<file path="src/sv/hmdp_pkg.sv">
// Shared constants, types and decode helpers for the HID mouse descriptor parser.
`default_nettype none
package hmdp_pkg;

   // Byte-parser phases
   typedef enum logic [2:0] {
      PH_PREFIX    = 3'd0,
      PH_SHORT     = 3'd1,
      PH_LONG_LEN  = 3'd2,
      PH_LONG_TAG  = 3'd3,
      PH_LONG_SKIP = 3'd4
   } phase_type;

   // Item types and tags
   localparam logic [1:0] TYPE_MAIN   = 2'd0;
   localparam logic [1:0] TYPE_GLOBAL = 2'd1;
   localparam logic [1:0] TYPE_LOCAL  = 2'd2;

   localparam logic [3:0] TAG_INPUT       = 4'h8;
   localparam logic [3:0] TAG_USAGE_PAGE  = 4'h0;
   localparam logic [3:0] TAG_REPORT_SIZE = 4'h7;
   localparam logic [3:0] TAG_REPORT_ID   = 4'h8;
   localparam logic [3:0] TAG_REPORT_CNT  = 4'h9;
   localparam logic [3:0] TAG_USAGE       = 4'h0;
   localparam logic [3:0] TAG_USAGE_MIN   = 4'h1;
   localparam logic [3:0] TAG_USAGE_MAX   = 4'h2;
   localparam logic [3:0] LONG_NIBBLE     = 4'hF;

   localparam logic [15:0] PAGE_DESKTOP = 16'h0001;
   localparam logic [15:0] PAGE_BUTTON  = 16'h0009;
   localparam logic [15:0] USAGE_X      = 16'h0030;
   localparam logic [15:0] USAGE_Y      = 16'h0031;
   localparam logic [15:0] USAGE_WHEEL  = 16'h0038;

   // Field slots: buttons, X, Y, wheel
   localparam logic [1:0] SLOT_BTN   = 2'd0;
   localparam logic [1:0] SLOT_X     = 2'd1;
   localparam logic [1:0] SLOT_Y     = 2'd2;
   localparam logic [1:0] SLOT_WHEEL = 2'd3;

   // Data length of a short item from its size code
   function automatic logic [2:0] short_len(input logic [7:0] prefix);
      return (prefix[1:0] == 2'd3) ? 3'd4 : {1'b0, prefix[1:0]};
   endfunction

   // Axis slot of a desktop usage, SLOT_BTN when not an axis
   function automatic logic [1:0] axis_of(input logic [15:0] usage);
      logic [1:0] k;
      k = SLOT_BTN;
      if (usage == USAGE_X) k = SLOT_X;
      if (usage == USAGE_Y) k = SLOT_Y;
      if (usage == USAGE_WHEEL) k = SLOT_WHEEL;
      return k;
   endfunction

   // Usage searched for in range step t (0 X, 1 Y, 2 wheel)
   function automatic logic [15:0] range_target(input logic [1:0] t);
      logic [15:0] u;
      case (t)
         2'd0:    u = USAGE_X;
         2'd1:    u = USAGE_Y;
         default: u = USAGE_WHEEL;
      endcase
      return u;
   endfunction

endpackage
`default_nettype wire

</file>
<file path="src/sv/hmdp_ifs.sv">
// Request and response channel interfaces of the descriptor parser.
`default_nettype none
interface hmdp_req_if;
   logic       valid;
   logic       ready;
   logic [7:0] desc_byte;
   logic       last_byte;
   modport source (output valid, output desc_byte, output last_byte, input ready);
   modport sink   (input valid, input desc_byte, input last_byte, output ready);
endinterface

interface hmdp_rsp_if;
   logic        valid;
   logic        ready;
   logic        format_valid;
   logic [7:0]  rpt_id;
   logic [15:0] button_offset;
   logic [15:0] button_bits;
   logic [15:0] x_offset;
   logic [7:0]  x_bits;
   logic [15:0] y_offset;
   logic [7:0]  y_bits;
   logic [15:0] wheel_offset;
   logic [7:0]  wheel_width;
   logic [2:0]  signed_flags;
   modport source (output valid, output format_valid, output rpt_id,
                   output button_offset, output button_bits, output x_offset,
                   output x_bits, output y_offset, output y_bits,
                   output wheel_offset, output wheel_width, output signed_flags,
                   input ready);
   modport sink   (input valid, input format_valid, input rpt_id,
                   input button_offset, input button_bits, input x_offset,
                   input x_bits, input y_offset, input y_bits,
                   input wheel_offset, input wheel_width, input signed_flags,
                   output ready);
endinterface
`default_nettype wire

</file>
<file path="src/sv/hid_mouse_descriptor_parser_core.sv">
// Top level: HID report descriptor parser that extracts the mouse report layout.
//
//   channel   | dir | handshake     | payload
//   req_chan  | in  | valid/ready   | desc_byte, last_byte
//   rsp_chan  | out | valid/ready   | format_valid, rpt_id, offsets, widths, signs
//
// One request per cycle while an item is still being collected; a request that ends an
// item then runs it in S_EXEC before the next is taken. An Input item advances the offset
// in S_ADV and S_ADV2; on the desktop page it first reads and compares each stored usage
// (S_RD, S_CHK), ends the scan in S_RD, and searches a usage range in S_RNG and S_RNG2.
// The last byte forms the result in S_FINAL, which then holds until taken.
// Reset is synchronous; the usage memory needs no clearing since only filled slots are read.
// req ready is low while an item executes or a response waits.
`default_nettype none
module hid_mouse_descriptor_parser_core #(
   parameter int USAGE_SLOTS  = 16,
   parameter int OFFSET_WIDTH = 16
) (
   input  wire         clock,
   input  wire         reset,
   hmdp_req_if.sink    req_chan,
   hmdp_rsp_if.source  rsp_chan
);
   import hmdp_pkg::*;

   localparam int IW = (USAGE_SLOTS > 1) ? $clog2(USAGE_SLOTS) : 1;
   localparam int FW = $clog2(USAGE_SLOTS + 1);
   localparam int OW = OFFSET_WIDTH;
   localparam int SW = ((OW > 24) ? OW : 24) + 1;
   localparam logic [SW-1:0] OFF_MAX = (SW'(1) << OW) - SW'(1);
   localparam logic [FW-1:0] SLOTS_F = FW'(USAGE_SLOTS);

   typedef enum logic [3:0] {
      S_IDLE, S_EXEC, S_RD, S_CHK, S_RNG, S_RNG2, S_ADV, S_ADV2, S_FINAL, S_OUT
   } state_type;

   function automatic logic [SW-1:0] sat(input logic [SW-1:0] v);
      return (v > OFF_MAX) ? OFF_MAX : v;
   endfunction

   state_type        state_ff;
   phase_type        phase_ff;
   logic [7:0]       prefix_ff;
   logic [31:0]      data_ff;
   logic [7:0]       remain_ff;
   logic [OW-1:0]    run_ff;
   logic [7:0]       size_ff;
   logic [15:0]      count_ff;
   logic [15:0]      page_ff;
   logic [FW-1:0]    fill_ff;
   logic [15:0]      rstart_ff;
   logic             rseen_ff;
   logic [3:0]       found_ff;
   logic [7:0]       rid_ff;
   logic [OW-1:0]    off_ff [4];
   logic [15:0]      btn_bits_ff;
   logic [7:0]       ax_bits_ff [4];
   logic [2:0]       sign_ff;
   logic             last_ff;
   logic [FW-1:0]    u_ff;
   logic [SW-1:0]    acc_ff;
   logic [1:0]       t_ff;
   logic             idx_ok_ff;
   logic [23:0]      prod_ff;
   logic [15:0]      rd_ff;
   logic [15:0]      usage_mem [USAGE_SLOTS];

   logic             rsp_valid_ff;
   logic             rsp_fmt_ff;
   logic [7:0]       rsp_rid_ff;
   logic [15:0]      rsp_off_ff [4];
   logic [15:0]      rsp_bbits_ff;
   logic [7:0]       rsp_xbits_ff;
   logic [7:0]       rsp_ybits_ff;
   logic [7:0]       rsp_wbits_ff;
   logic [2:0]       rsp_sign_ff;

   // Byte parser next values
   phase_type        phase_in;
   logic [7:0]       prefix_in;
   logic [31:0]      data_in;
   logic [7:0]       remain_in;
   logic             finish_in;
   logic [1:0]       lane;
   logic [2:0]       slen_cur;
   logic             accept;

   assign accept = req_chan.valid && req_chan.ready;
   assign req_chan.ready = (state_ff == S_IDLE);

   // Advance the byte-level item parser
   always_comb begin
      phase_in  = phase_ff;
      prefix_in = prefix_ff;
      data_in   = data_ff;
      remain_in = remain_ff;
      finish_in = 1'b0;
      slen_cur  = short_len(prefix_ff);
      lane      = 2'(slen_cur - remain_ff[2:0]);
      case (phase_ff)
         PH_SHORT: begin
            data_in   = data_ff | ({24'd0, req_chan.desc_byte} << {lane, 3'b000});
            remain_in = remain_ff - 8'd1;
            if (remain_in == 8'd0) begin
               finish_in = 1'b1;
               phase_in  = PH_PREFIX;
            end
         end
         PH_LONG_LEN: begin
            remain_in = req_chan.desc_byte;
            phase_in  = PH_LONG_TAG;
         end
         PH_LONG_TAG: begin
            phase_in = (remain_ff != 8'd0) ? PH_LONG_SKIP : PH_PREFIX;
         end
         PH_LONG_SKIP: begin
            if (remain_ff != 8'd0) remain_in = remain_ff - 8'd1;
            if (remain_in == 8'd0) phase_in = PH_PREFIX;
         end
         default: begin
            if (req_chan.desc_byte[7:4] == LONG_NIBBLE) begin
               phase_in = PH_LONG_LEN;
            end else begin
               prefix_in = req_chan.desc_byte;
               data_in   = 32'd0;
               remain_in = {5'd0, short_len(req_chan.desc_byte)};
               if (remain_in == 8'd0) begin
                  finish_in = 1'b1;
                  phase_in  = PH_PREFIX;
               end else begin
                  phase_in = PH_SHORT;
               end
            end
         end
      endcase
      // A descriptor cut short inside a short item still runs that item
      if (req_chan.last_byte && phase_in == PH_SHORT) finish_in = 1'b1;
   end

   // Item decode
   logic [1:0]  itype;
   logic [3:0]  itag;
   logic [1:0]  chk_k;
   logic [15:0] idx_w;
   logic [SW-1:0] rng_off;
   logic [SW-1:0] chk_off;
   logic [SW-1:0] shift_off [4];
   logic [1:0]  rng_k;
   logic [1:0]  lane_k;
   assign itype   = prefix_ff[3:2];
   assign itag    = prefix_ff[7:4];
   assign chk_k   = axis_of(rd_ff);
   assign idx_w   = range_target(t_ff) - rstart_ff;
   assign rng_off = sat(SW'(run_ff) + SW'(prod_ff));
   assign chk_off = sat(acc_ff);
   assign rng_k   = t_ff + 2'd1;
   assign lane_k  = chk_k - 2'd1;

   // Offsets moved past a report ID byte
   always_comb begin
      for (int i = 0; i < 4; i++) shift_off[i] = sat(SW'(off_ff[i]) + SW'(8));
   end

   // Sequencer: parse, execute items, scan the usage memory, emit the result
   always_ff @(posedge clock) begin
      if (reset) begin
         state_ff     <= S_IDLE;
         phase_ff     <= PH_PREFIX;
         prefix_ff    <= 8'd0;
         data_ff      <= 32'd0;
         remain_ff    <= 8'd0;
         run_ff       <= '0;
         size_ff      <= 8'd0;
         count_ff     <= 16'd0;
         page_ff      <= 16'd0;
         fill_ff      <= '0;
         rstart_ff    <= 16'd0;
         rseen_ff     <= 1'b0;
         found_ff     <= 4'd0;
         rid_ff       <= 8'd0;
         for (int i = 0; i < 4; i++) begin
            off_ff[i]     <= '0;
            ax_bits_ff[i] <= 8'd0;
         end
         btn_bits_ff  <= 16'd0;
         sign_ff      <= 3'd0;
         last_ff      <= 1'b0;
         rsp_valid_ff <= 1'b0;
      end else begin
         case (state_ff)
            S_IDLE: begin
               if (accept) begin
                  phase_ff  <= phase_in;
                  prefix_ff <= prefix_in;
                  data_ff   <= data_in;
                  remain_ff <= remain_in;
                  last_ff   <= req_chan.last_byte;
                  if (finish_in) state_ff <= S_EXEC;
                  else if (req_chan.last_byte) state_ff <= S_FINAL;
               end
            end
            S_EXEC: begin
               state_ff <= last_ff ? S_FINAL : S_IDLE;
               case (itype)
                  TYPE_MAIN: begin
                     if (itag == TAG_INPUT) begin
                        state_ff <= S_ADV;
                        if (page_ff == PAGE_BUTTON) begin
                           if (!found_ff[0] && count_ff != 16'd0 && size_ff == 8'd1) begin
                              off_ff[SLOT_BTN] <= run_ff;
                              btn_bits_ff      <= count_ff;
                              found_ff[0]      <= 1'b1;
                           end
                        end else if (page_ff == PAGE_DESKTOP) begin
                           u_ff     <= '0;
                           acc_ff   <= SW'(run_ff);
                           state_ff <= S_RD;
                        end
                     end
                  end
                  TYPE_GLOBAL: begin
                     if (itag == TAG_USAGE_PAGE) page_ff <= data_ff[15:0];
                     else if (itag == TAG_REPORT_SIZE)
                        size_ff <= (data_ff > 32'd255) ? 8'hFF : data_ff[7:0];
                     else if (itag == TAG_REPORT_CNT)
                        count_ff <= (data_ff > 32'd65535) ? 16'hFFFF : data_ff[15:0];
                     else if (itag == TAG_REPORT_ID) begin
                        if (found_ff[2:0] != 3'b111)
                           rid_ff <= (data_ff > 32'd255) ? 8'hFF : data_ff[7:0];
                     end
                  end
                  TYPE_LOCAL: begin
                     if (itag == TAG_USAGE) begin
                        if (fill_ff < SLOTS_F) begin
                           usage_mem[fill_ff[IW-1:0]] <= data_ff[15:0];
                           fill_ff <= fill_ff + FW'(1);
                        end
                     end else if (itag == TAG_USAGE_MIN) begin
                        rstart_ff <= data_ff[15:0];
                        rseen_ff  <= 1'b1;
                     end else if (itag == TAG_USAGE_MAX) begin
                        rseen_ff <= 1'b1;
                     end
                  end
                  default: begin
                  end
               endcase
            end
            // Read the next stored usage, or end the scan when none is left
            S_RD: begin
               if (u_ff < fill_ff) begin
                  rd_ff    <= usage_mem[u_ff[IW-1:0]];
                  state_ff <= S_CHK;
               end else if (fill_ff == '0 && rseen_ff) begin
                  t_ff     <= 2'd0;
                  state_ff <= S_RNG;
               end else begin
                  state_ff <= S_ADV;
               end
            end
            // Record an axis named by that usage
            S_CHK: begin
               if (chk_k != SLOT_BTN && !found_ff[chk_k]) begin
                  off_ff[chk_k]     <= chk_off[OW-1:0];
                  ax_bits_ff[chk_k] <= size_ff;
                  sign_ff[lane_k]   <= data_ff[1];
                  found_ff[chk_k]   <= 1'b1;
               end
               acc_ff   <= acc_ff + SW'(size_ff);
               u_ff     <= u_ff + FW'(1);
               state_ff <= S_RD;
            end
            // Position of one target inside the usage range
            S_RNG: begin
               idx_ok_ff <= (idx_w < count_ff);
               prod_ff   <= 24'(idx_w) * 24'(size_ff);
               state_ff  <= S_RNG2;
            end
            S_RNG2: begin
               if (idx_ok_ff && !found_ff[rng_k]) begin
                  off_ff[rng_k]     <= rng_off[OW-1:0];
                  ax_bits_ff[rng_k] <= size_ff;
                  sign_ff[t_ff]     <= data_ff[1];
                  found_ff[rng_k]   <= 1'b1;
               end
               t_ff     <= t_ff + 2'd1;
               state_ff <= (t_ff == 2'd2) ? S_ADV : S_RNG;
            end
            // Advance the bit offset past the Input item
            S_ADV: begin
               prod_ff  <= 24'(count_ff) * 24'(size_ff);
               state_ff <= S_ADV2;
            end
            S_ADV2: begin
               run_ff    <= rng_off[OW-1:0];
               fill_ff   <= '0;
               rstart_ff <= 16'd0;
               rseen_ff  <= 1'b0;
               state_ff  <= last_ff ? S_FINAL : S_IDLE;
            end
            // Form the response, shifting offsets past a report ID byte
            S_FINAL: begin
               for (int i = 0; i < 4; i++) begin
                  rsp_off_ff[i] <= (rid_ff != 8'd0) ?
                     shift_off[i][15:0] : 16'(SW'(off_ff[i]));
               end
               rsp_fmt_ff   <= (found_ff[2:0] == 3'b111);
               rsp_rid_ff   <= rid_ff;
               rsp_bbits_ff <= btn_bits_ff;
               rsp_xbits_ff <= ax_bits_ff[SLOT_X];
               rsp_ybits_ff <= ax_bits_ff[SLOT_Y];
               rsp_wbits_ff <= ax_bits_ff[SLOT_WHEEL];
               rsp_sign_ff  <= sign_ff;
               rsp_valid_ff <= 1'b1;
               state_ff     <= S_OUT;
            end
            // Hold the response, then clear for the next descriptor
            S_OUT: begin
               if (rsp_chan.ready) begin
                  rsp_valid_ff <= 1'b0;
                  state_ff     <= S_IDLE;
                  phase_ff     <= PH_PREFIX;
                  prefix_ff    <= 8'd0;
                  data_ff      <= 32'd0;
                  remain_ff    <= 8'd0;
                  run_ff       <= '0;
                  size_ff      <= 8'd0;
                  count_ff     <= 16'd0;
                  page_ff      <= 16'd0;
                  fill_ff      <= '0;
                  rstart_ff    <= 16'd0;
                  rseen_ff     <= 1'b0;
                  found_ff     <= 4'd0;
                  rid_ff       <= 8'd0;
                  for (int i = 0; i < 4; i++) begin
                     off_ff[i]     <= '0;
                     ax_bits_ff[i] <= 8'd0;
                  end
                  btn_bits_ff  <= 16'd0;
                  sign_ff      <= 3'd0;
                  last_ff      <= 1'b0;
               end
            end
            default: state_ff <= S_IDLE;
         endcase
      end
   end

   // Drive the response channel
   assign rsp_chan.valid         = rsp_valid_ff;
   assign rsp_chan.format_valid  = rsp_fmt_ff;
   assign rsp_chan.rpt_id        = rsp_rid_ff;
   assign rsp_chan.button_offset = rsp_off_ff[SLOT_BTN];
   assign rsp_chan.button_bits   = rsp_bbits_ff;
   assign rsp_chan.x_offset      = rsp_off_ff[SLOT_X];
   assign rsp_chan.x_bits        = rsp_xbits_ff;
   assign rsp_chan.y_offset      = rsp_off_ff[SLOT_Y];
   assign rsp_chan.y_bits        = rsp_ybits_ff;
   assign rsp_chan.wheel_offset  = rsp_off_ff[SLOT_WHEEL];
   assign rsp_chan.wheel_width   = rsp_wbits_ff;
   assign rsp_chan.signed_flags  = rsp_sign_ff;

   // Checks
   a_rsp_only_out: assert property (@(posedge clock) disable iff (reset)
      rsp_valid_ff |-> state_ff == S_OUT)
      else $error("response valid outside output state");
   a_fill_bound: assert property (@(posedge clock) disable iff (reset)
      fill_ff <= SLOTS_F)
      else $error("usage fill beyond memory depth");
   a_last_blocks: assert property (@(posedge clock) disable iff (reset)
      accept && req_chan.last_byte |=> !req_chan.ready)
      else $error("request taken before the result was formed");
   a_run_bound: assert property (@(posedge clock) disable iff (reset)
      SW'(run_ff) <= OFF_MAX)
      else $error("bit offset beyond saturation limit");

endmodule
`default_nettype wire
</file>
<file path="src/flat_wrapper.sv">
// flat-port wrapper written by rule: the top's interface ports become plain ports
module hid_mouse_descriptor_parser_core_flat import hmdp_pkg::*;
#(
   parameter int USAGE_SLOTS  = 16,
   parameter int OFFSET_WIDTH = 16
)
  (clock, reset, req_chan_valid, req_chan_desc_byte, req_chan_last_byte, req_chan_ready, rsp_chan_valid, rsp_chan_format_valid, rsp_chan_rpt_id, rsp_chan_button_offset, rsp_chan_button_bits, rsp_chan_x_offset, rsp_chan_x_bits, rsp_chan_y_offset, rsp_chan_y_bits, rsp_chan_wheel_offset, rsp_chan_wheel_width, rsp_chan_signed_flags, rsp_chan_ready);
  hmdp_req_if req_chan_i ();
  hmdp_rsp_if rsp_chan_i ();
  input  wire clock;
  input  wire reset;
  input wire logic [$bits(req_chan_i.valid)-1:0] req_chan_valid;
  input wire logic [$bits(req_chan_i.desc_byte)-1:0] req_chan_desc_byte;
  input wire logic [$bits(req_chan_i.last_byte)-1:0] req_chan_last_byte;
  output wire logic [$bits(req_chan_i.ready)-1:0] req_chan_ready;
  output wire logic [$bits(rsp_chan_i.valid)-1:0] rsp_chan_valid;
  output wire logic [$bits(rsp_chan_i.format_valid)-1:0] rsp_chan_format_valid;
  output wire logic [$bits(rsp_chan_i.rpt_id)-1:0] rsp_chan_rpt_id;
  output wire logic [$bits(rsp_chan_i.button_offset)-1:0] rsp_chan_button_offset;
  output wire logic [$bits(rsp_chan_i.button_bits)-1:0] rsp_chan_button_bits;
  output wire logic [$bits(rsp_chan_i.x_offset)-1:0] rsp_chan_x_offset;
  output wire logic [$bits(rsp_chan_i.x_bits)-1:0] rsp_chan_x_bits;
  output wire logic [$bits(rsp_chan_i.y_offset)-1:0] rsp_chan_y_offset;
  output wire logic [$bits(rsp_chan_i.y_bits)-1:0] rsp_chan_y_bits;
  output wire logic [$bits(rsp_chan_i.wheel_offset)-1:0] rsp_chan_wheel_offset;
  output wire logic [$bits(rsp_chan_i.wheel_width)-1:0] rsp_chan_wheel_width;
  output wire logic [$bits(rsp_chan_i.signed_flags)-1:0] rsp_chan_signed_flags;
  input wire logic [$bits(rsp_chan_i.ready)-1:0] rsp_chan_ready;
  assign req_chan_i.valid = req_chan_valid;
  assign req_chan_i.desc_byte = req_chan_desc_byte;
  assign req_chan_i.last_byte = req_chan_last_byte;
  assign req_chan_ready = req_chan_i.ready;
  assign rsp_chan_valid = rsp_chan_i.valid;
  assign rsp_chan_format_valid = rsp_chan_i.format_valid;
  assign rsp_chan_rpt_id = rsp_chan_i.rpt_id;
  assign rsp_chan_button_offset = rsp_chan_i.button_offset;
  assign rsp_chan_button_bits = rsp_chan_i.button_bits;
  assign rsp_chan_x_offset = rsp_chan_i.x_offset;
  assign rsp_chan_x_bits = rsp_chan_i.x_bits;
  assign rsp_chan_y_offset = rsp_chan_i.y_offset;
  assign rsp_chan_y_bits = rsp_chan_i.y_bits;
  assign rsp_chan_wheel_offset = rsp_chan_i.wheel_offset;
  assign rsp_chan_wheel_width = rsp_chan_i.wheel_width;
  assign rsp_chan_signed_flags = rsp_chan_i.signed_flags;
  assign rsp_chan_i.ready = rsp_chan_ready;
  hid_mouse_descriptor_parser_core #(.USAGE_SLOTS(USAGE_SLOTS), .OFFSET_WIDTH(OFFSET_WIDTH)) u_core (.clock(clock), .reset(reset), .req_chan(req_chan_i), .rsp_chan(rsp_chan_i));
endmodule
</file>
<file path="config.mk">
export PLATFORM = sky130hd
export DESIGN_NAME = hid_mouse_descriptor_parser_core_flat
export DESIGN_NICKNAME = d
export VERILOG_FILES = /design/src/sv/hmdp_pkg.sv /design/src/sv/hmdp_ifs.sv /design/src/sv/hid_mouse_descriptor_parser_core.sv /design/src/flat_wrapper.sv
export SDC_FILE = /design/constraint.sdc
export NUM_CORES = 2
export LEC_CHECK = 0
export BUFFER_PORTS_ARGS = -buffer_cell sky130_fd_sc_hd__buf_2
export CORE_MARGIN = 5
export CORE_UTILIZATION = 52
export CTS_BUF_LIST = sky130_fd_sc_hd__clkbuf_16
export DETAILED_ROUTE_END_ITERATION = 8
export GPL_TIMING_DRIVEN = 0
export PLACE_DENSITY = 0.81
export SLEW_MARGIN = 20
export SYNTH_ARGS = -nofsm -noshare
export SYNTH_HDL_FRONTEND = slang
export SYNTH_SLANG_ARGS = --single-unit
</file>
<file path="constraint.sdc">
create_clock -name clock -period 14.72 [get_ports clock]
set_input_delay 2.208 -clock clock [delete_from_list [all_inputs] [get_ports clock]]
set_output_delay 2.208 -clock clock [all_outputs]
set_load 0.05 [all_outputs]
</file>
Word level (Yosys, flattened, before mapping)
Memory sizes are Yosys's and may differ from the RTL's. A register that Yosys moved wholly into a read port is not among the register bits.
Cells that the tools add are included.
{"block": "word_totals", "regBits": 251, "ramBits": 416, "in_bits": 13, "output_inout_bits": 118, "word_cells": 405, "n_memories": 4}
{"block": "op_classes", "n_addsub": 13, "mul": 2, "n_lt_le_gt_ge": 19, "n_eq_ne": 65, "shifts": 1, "muxes": 195, "bitwise_logic": 13, "reduce_logical": 65}
{"memory": "u_core.usage_mem", "depth": 16, "word_bits": 16, "read_ports": 1, "rd_clocked_by_memory_dff": 1, "wr": 1, "line": "hid_mouse_descriptor_parser_core.sv:66", "rtl": "logic [15:0] usage_mem [USAGE_SLOTS];"}
{"memory": "u_core.off_ff", "depth": 4, "word_bits": 16, "read_ports": 4, "rd_clocked_by_memory_dff": 0, "wr": 4, "line": "hid_mouse_descriptor_parser_core.sv:55", "rtl": "logic [OW-1:0] off_ff [4];"}
{"memory": "u_core.rsp_off_ff", "depth": 4, "word_bits": 16, "read_ports": 4, "rd_clocked_by_memory_dff": 0, "wr": 4, "line": "hid_mouse_descriptor_parser_core.sv:71", "rtl": "logic [15:0] rsp_off_ff [4];"}
{"memory": "u_core.ax_bits_ff", "depth": 4, "word_bits": 8, "read_ports": 3, "rd_clocked_by_memory_dff": 3, "wr": 4, "line": "hid_mouse_descriptor_parser_core.sv:57", "rtl": "logic [7:0] ax_bits_ff [4];"}
{"operator": "$mux 16", "count": 32}
{"operator": "$mux 8", "count": 24}
{"operator": "$pmux 16 s2", "count": 4}
{"operator": "$pmux 32 s2", "count": 2}
{"operator": "$mux 25", "count": 4}
{"operator": "$mux 32", "count": 3}
{"operator": "$add 16x4->17 const B", "count": 4}
{"operator": "$gt 17x16->1 const B", "count": 4}
{"operator": "$pmux 8 s2", "count": 4}
{"operator": "$mux 1", "count": 56}
{"operator": "$gt 25x16->1 const B", "count": 2}
{"operator": "$pmux 25 s2", "count": 1}
{"operator": "$eq 16x6->1 const B", "count": 3}
{"operator": "$mul 16x8->24", "count": 2}
{"operator": "$pmux 16 s3", "count": 1}
{"operator": "$pmux 24 s2", "count": 1}
{"operator": "$mux 4", "count": 11}
{"operator": "$mux 5", "count": 8}
{"operator": "$pmux 4 s10", "count": 1}
{"operator": "$reduce_and 5->1", "count": 7}
{"operator": "$gt 32x16->1 const B", "count": 1}
{"operator": "$gt 32x8->1 const B", "count": 1}
{"operator": "$or 32x32->32", "count": 1}
{"operator": "$pmux 8 s4", "count": 1}
{"operator": "other kinds (70)", "count": 195}

Depth between registers and ports, before layout
{"block": "logic_depth", "ltp_word": 15, "ltp_mapped": 29, "depth_no_buf": 28}

Least setup slack after synthesis
Ideal clock, no wire load.
{"block": "synth_path", "path_kind": "in2reg", "start": "input reset", "end": "register u_core.rsp_wbits_ff[0], in the netlist rsp_chan_wheel_width[0] (read register of u_core.ax_bits_ff), enable pin", "setup_time_ns": 0.879, "arrival_time_ns": 13.617, "t_required_ns": 13.841, "path_slack_ns": 0.224, "path_stages": 3, "n_path_buf": 2, "cell_sequence": "clkbuf_1 clkbuf_1 nor4_1"}
{"block": "synth_between", "elab_chain_len": 2}
{"item": "start: declaration", "line": "flat_wrapper.sv:11", "rtl": "input wire reset;"}
{"item": "$not 1->1 (no source line)"}
{"item": "$reduce_and 2->1 (no source line)"}
{"item": "end: declaration", "line": "hid_mouse_descriptor_parser_core.sv:75", "rtl": "logic [7:0] rsp_wbits_ff;"}
Every way passes these cells.
A chain may end at the register's enable or synchronous reset.

Worst setup path after layout
{"block": "layout_path", "start": "register u_core.t_ff[0]", "end": "register u_core.prod_ff[23], data pin"}
{"block": "layout_between", "elab_chain_len": 5, "elab_cells_between_ends": 6, "classes_between": "add/sub: 1; mul: 1; eq/ne: 1; mux: 2; reduce/logical: 1"}
{"item": "start: declaration", "line": "hid_mouse_descriptor_parser_core.sv:62", "rtl": "logic [1:0] t_ff;"}
{"item": "start signal: assignment", "line": "hid_mouse_descriptor_parser_core.sv:286", "rtl": "t_ff <= t_ff + 2'd1;"}
{"item": "$eq 2x1->1 or $logic_not 2->1 (tied branches)", "line": "hmdp_pkg.sv:59", "rtl": "case (t)"}
{"item": "$pmux 4 s2 (*)", "line": "hmdp_pkg.sv:59"}
{"item": "$sub 6x16->16 (*)", "line": "hid_mouse_descriptor_parser_core.sv:153", "rtl": "assign idx_w = range_target(t_ff) - rstart_ff;"}
{"item": "$mul 16x8->24 (*)", "line": "hid_mouse_descriptor_parser_core.sv:276", "rtl": "prod_ff <= 24'(idx_w) * 24'(size_ff);"}
{"item": "$pmux 24 s2 (*)", "line": "hid_mouse_descriptor_parser_core.sv:190", "rtl": "case (state_ff)"}
{"item": "end signal: assignment", "line": "hid_mouse_descriptor_parser_core.sv:276"}
{"item": "end signal: assignment", "line": "hid_mouse_descriptor_parser_core.sv:291", "rtl": "prod_ff <= 24'(count_ff) * 24'(size_ff);"}
{"item": "end: declaration", "line": "hid_mouse_descriptor_parser_core.sv:64", "rtl": "logic [23:0] prod_ff;"}
Every way passes the cells marked *; elsewhere a longest branch is shown, timed or not.

==> results.cfg <==
[outcome]
outcome = finished clean

[timing]
fin_ws_ps = 6800
fin_skew_ps = 40.9
tightest_slew_ps = 1270
tns_ps = 0
max_freq_ghz = 0.126
final_max_slew_viol_count = 0
relSlewSlack = 0.155
setup_viol = 0
rsz0062_at_grt = false
fin_crit_ps = 7920
final.period_utilization = 0.538
finalHoldViolCount = 0

[critical_path]
critPathTopFamily = adder cells
path_class = flip-flop to flip-flop
path_max_fanout = 9
crit_required_ps = 15070
ff2ff_setup_slack_ps = 6800
end_kind = flip-flop
cp-start-kind = flip-flop
cp_common_cell = fa_1
cp_num_buf_inv = 5
cp.arrival_ps = 8270
critPathSlowestCell = xnor2_1
cpPeakStageDelay_ps = 760

[clock_tree]
numCtsBuffers = 72
cts_tree = yes
postCtsSetupBuffers = 0
post_cts_resized = 0
clk_latency_ps = 640
clk_pin_slew_worst_paths_ps = 60
hold_buffers = 0
cts-root-buf = clkbuf_16
htreeDepth = 3
max-clock-path-buffers = 3
cts.sinks = 699

[global_routing]
grt_pass1_wl_microns = 165000
antenna_found_initial = 2
grt_overflow = 0
track_usage = 0.261
grt_pass1_vias = 28546
grt_start_max_net_pins = 25

[power]
cellPowerDensity_nw_per_um2 = 100
leakage_nw = 16.7
ir_drop_mv = 0.0956

[route]
drtAntennaViolNets = 0
drt_iter0_markers = 3881
wl_per_cell_microns = 22.5
routed_via_density = 6.11
num_vias = 29137
drc = 0
drtPass1Iterations = 6
drt-total-wl_microns = 107000

[finish]
final_cell_mix = edfxtp_1 (533), nor2_1 (353), nand2_1 (345)
final_common_cell = edfxtp_1
layout.cells.non_filler = 4768
syn_to_final_growth_pct = 12.0
drive_gt1_frac = 0.116
num-fill-cells = 5824
fin_nets = 4082
antenna_cells = 0

[synth]
synth_xor_area_frac = 0.0235
muxShareOfSynthArea = 0.0488
ys_seq_area_frac = 0.498
syn_area_sq_um = 38800
synth_top_family_by_area = simple AND/OR/NAND/NOR gates
synth_ff_type = edfxtp_1
yosys_register_bits = 699
synth-compound-area-share = 0.103
synthCells = 3496
async_flop_share = 0
synth.top_cell.area_share = 0.412
yosysWarnings = 0
yosysTopAreaCell = edfxtp_1
synth_simple_gate_area_frac = 0.147
synth_fa_ha_area_frac = 0.138
synth_area_leaders = edfxtp_1 (41%), fa_1 (8.8%), dfxtp_1 (8.6%)
synth_edf_count = 533
post_synth.cell_area_avg_sq_um = 11.1
synth_nets = 3836
ys_types = 87

[die]
core_sq_um = 74200
die_y_microns = 283
start_util = 0.523
ios = 131
num_rows = 100
die_area_sq_um = 80200
die_w_microns = 283

[placement]
portBuffers = 127
dp_cells = 4637
dpl.hpwl_microns = 76800
gp_congestion = 0.958
place_ws_ps = 7010

[job]
maxCapViolations = 0

[hold_path]
holdCritPathClass = flip-flop to flip-flop
per-layer routing:
layer / GRT usage / routed length, microns
met4: 0.111 / 5170
met3: 0.0650 / 12400
met5: 0 / 23
met1: 0.346 / 40800
met2: 0.415 / 49000
sequential cells by signal, indices dropped and copies added (netlist names), 8 cells and up, named ones only:
register                     cells
u_core.run_ff                   16
u_core.prefix_ff                 8
u_core.rsp_chan.rpt_id           8
u_core.remain_ff                 8
u_core.rd_ff                    16
u_core.rsp_off_ff               64
u_core.ax_bits_ff               24
u_core.rsp_chan.button_bits     16
u_core.count_ff                 16
u_core.data_ff                  32
u_core.usage_mem               256
u_core.rstart_ff                16
u_core.rid_ff                    8
u_core.off_ff                   64
u_core.page_ff                  16
u_core.acc_ff                   25
u_core.btn_bits_ff              16
u_core.size_ff                   8
rsp_chan_y_bits                  8
u_core.prod_ff                  24
rsp_chan_x_bits                  8
rsp_chan_wheel_width             8
Yosys cell counts (8+ instances only):
cell type and instances:
a211oi_1 39, a21o_1 21, a21oi_1 246, a22oi_1 29
a31oi_1 36, and2_1 117, and3_1 23, buf_1 16
clkbuf_1 141, dfxtp_1 166, edfxtp_1 533, fa_1 170
ha_1 157, inv_1 253, mux4_2 81, nand2_1 346
nand2b_1 24, nand3_1 111, nand3b_1 8, nand4_1 35
nor2_1 366, nor2b_1 15, nor3_1 59, nor3b_1 14
nor4_1 31, o211ai_1 21, o21a_1 22, o21ai_0 113
o21ai_1 12, o22ai_1 13, o31ai_1 9, or2_2 21
or3_1 21, xnor2_1 70, xor2_1 34
power by group:
| part | switching, mW | total, mW | internal (mW) | leakage (nW) |
|---|---|---|---|---|
| clock network | 0.793 | 1.81 | 1.02 | 1.19 |
| registers | 0.0540 | 2.21 | 2.16 | 6.34 |
| logic | 0.239 | 0.320 | 0.0809 | 9.18 |
through the flow:
step / hold slack [ps] / utilization / power (mW) / cell area [sq um]
2_1_floorplan: 400 / - / 2.45 / 38800
3_3_place_gp: 401 / 0.548 / 2.56 / 40700
3_5_place_dp: 405 / 0.554 / 2.56 / 41100
4_1_cts: 418 / 0.586 / 4.36 / 43500
5_1_grt: 424 / 0.586 / 4.49 / 43500
6_report: 416 / 0.586 / 4.35 / 43500
final cells by class:
class | count | area [sq um] | area share
buffer | 167 | 671 | 0.0154
inverter | 256 | 961 | 0.0221
timing repair buffer | 172 | 991 | 0.0228
clock inverter | 58 | 522 | 0.0120
tap | 969 | 1210 | 0.0279
sequential | 699 | 19300 | 0.445
clock buffer | 73 | 1830 | 0.0420
multi-input combinational | 2374 | 18000 | 0.413
worst reg2reg max path, delay by kind of cell, from the launching register on:
kind                     cells  cell delay (ps)
adder cells (fa/ha/maj)      7             2930
flip-flops                   1              480
buffers and inverters        5              770
AND/OR/NAND/NOR              8             1340
AO/OA/AOI/OAI                4             1090
multiplexers                 1              110
XOR/XNOR                     2              920
cells by family after synthesis:
logic type | count (synthesis)
simple gates | 1217
flops | 699
compound gates | 638
buf+inv | 423
fa+ha+maj | 327
xor+xnor | 104
mux | 88
worst paths after layout:
check,startpoint,endpoint,cells after the start
max,u_core.t_ff[0],u_core.prod_ff[23],27
min,u_core.ax_bits_ff[1][4],rsp_chan_x_bits[4],0
max reg2reg,u_core.t_ff[0],u_core.prod_ff[23],27
min reg2reg,u_core.ax_bits_ff[1][4],rsp_chan_x_bits[4],0
(Power assumes the default switching activity.)
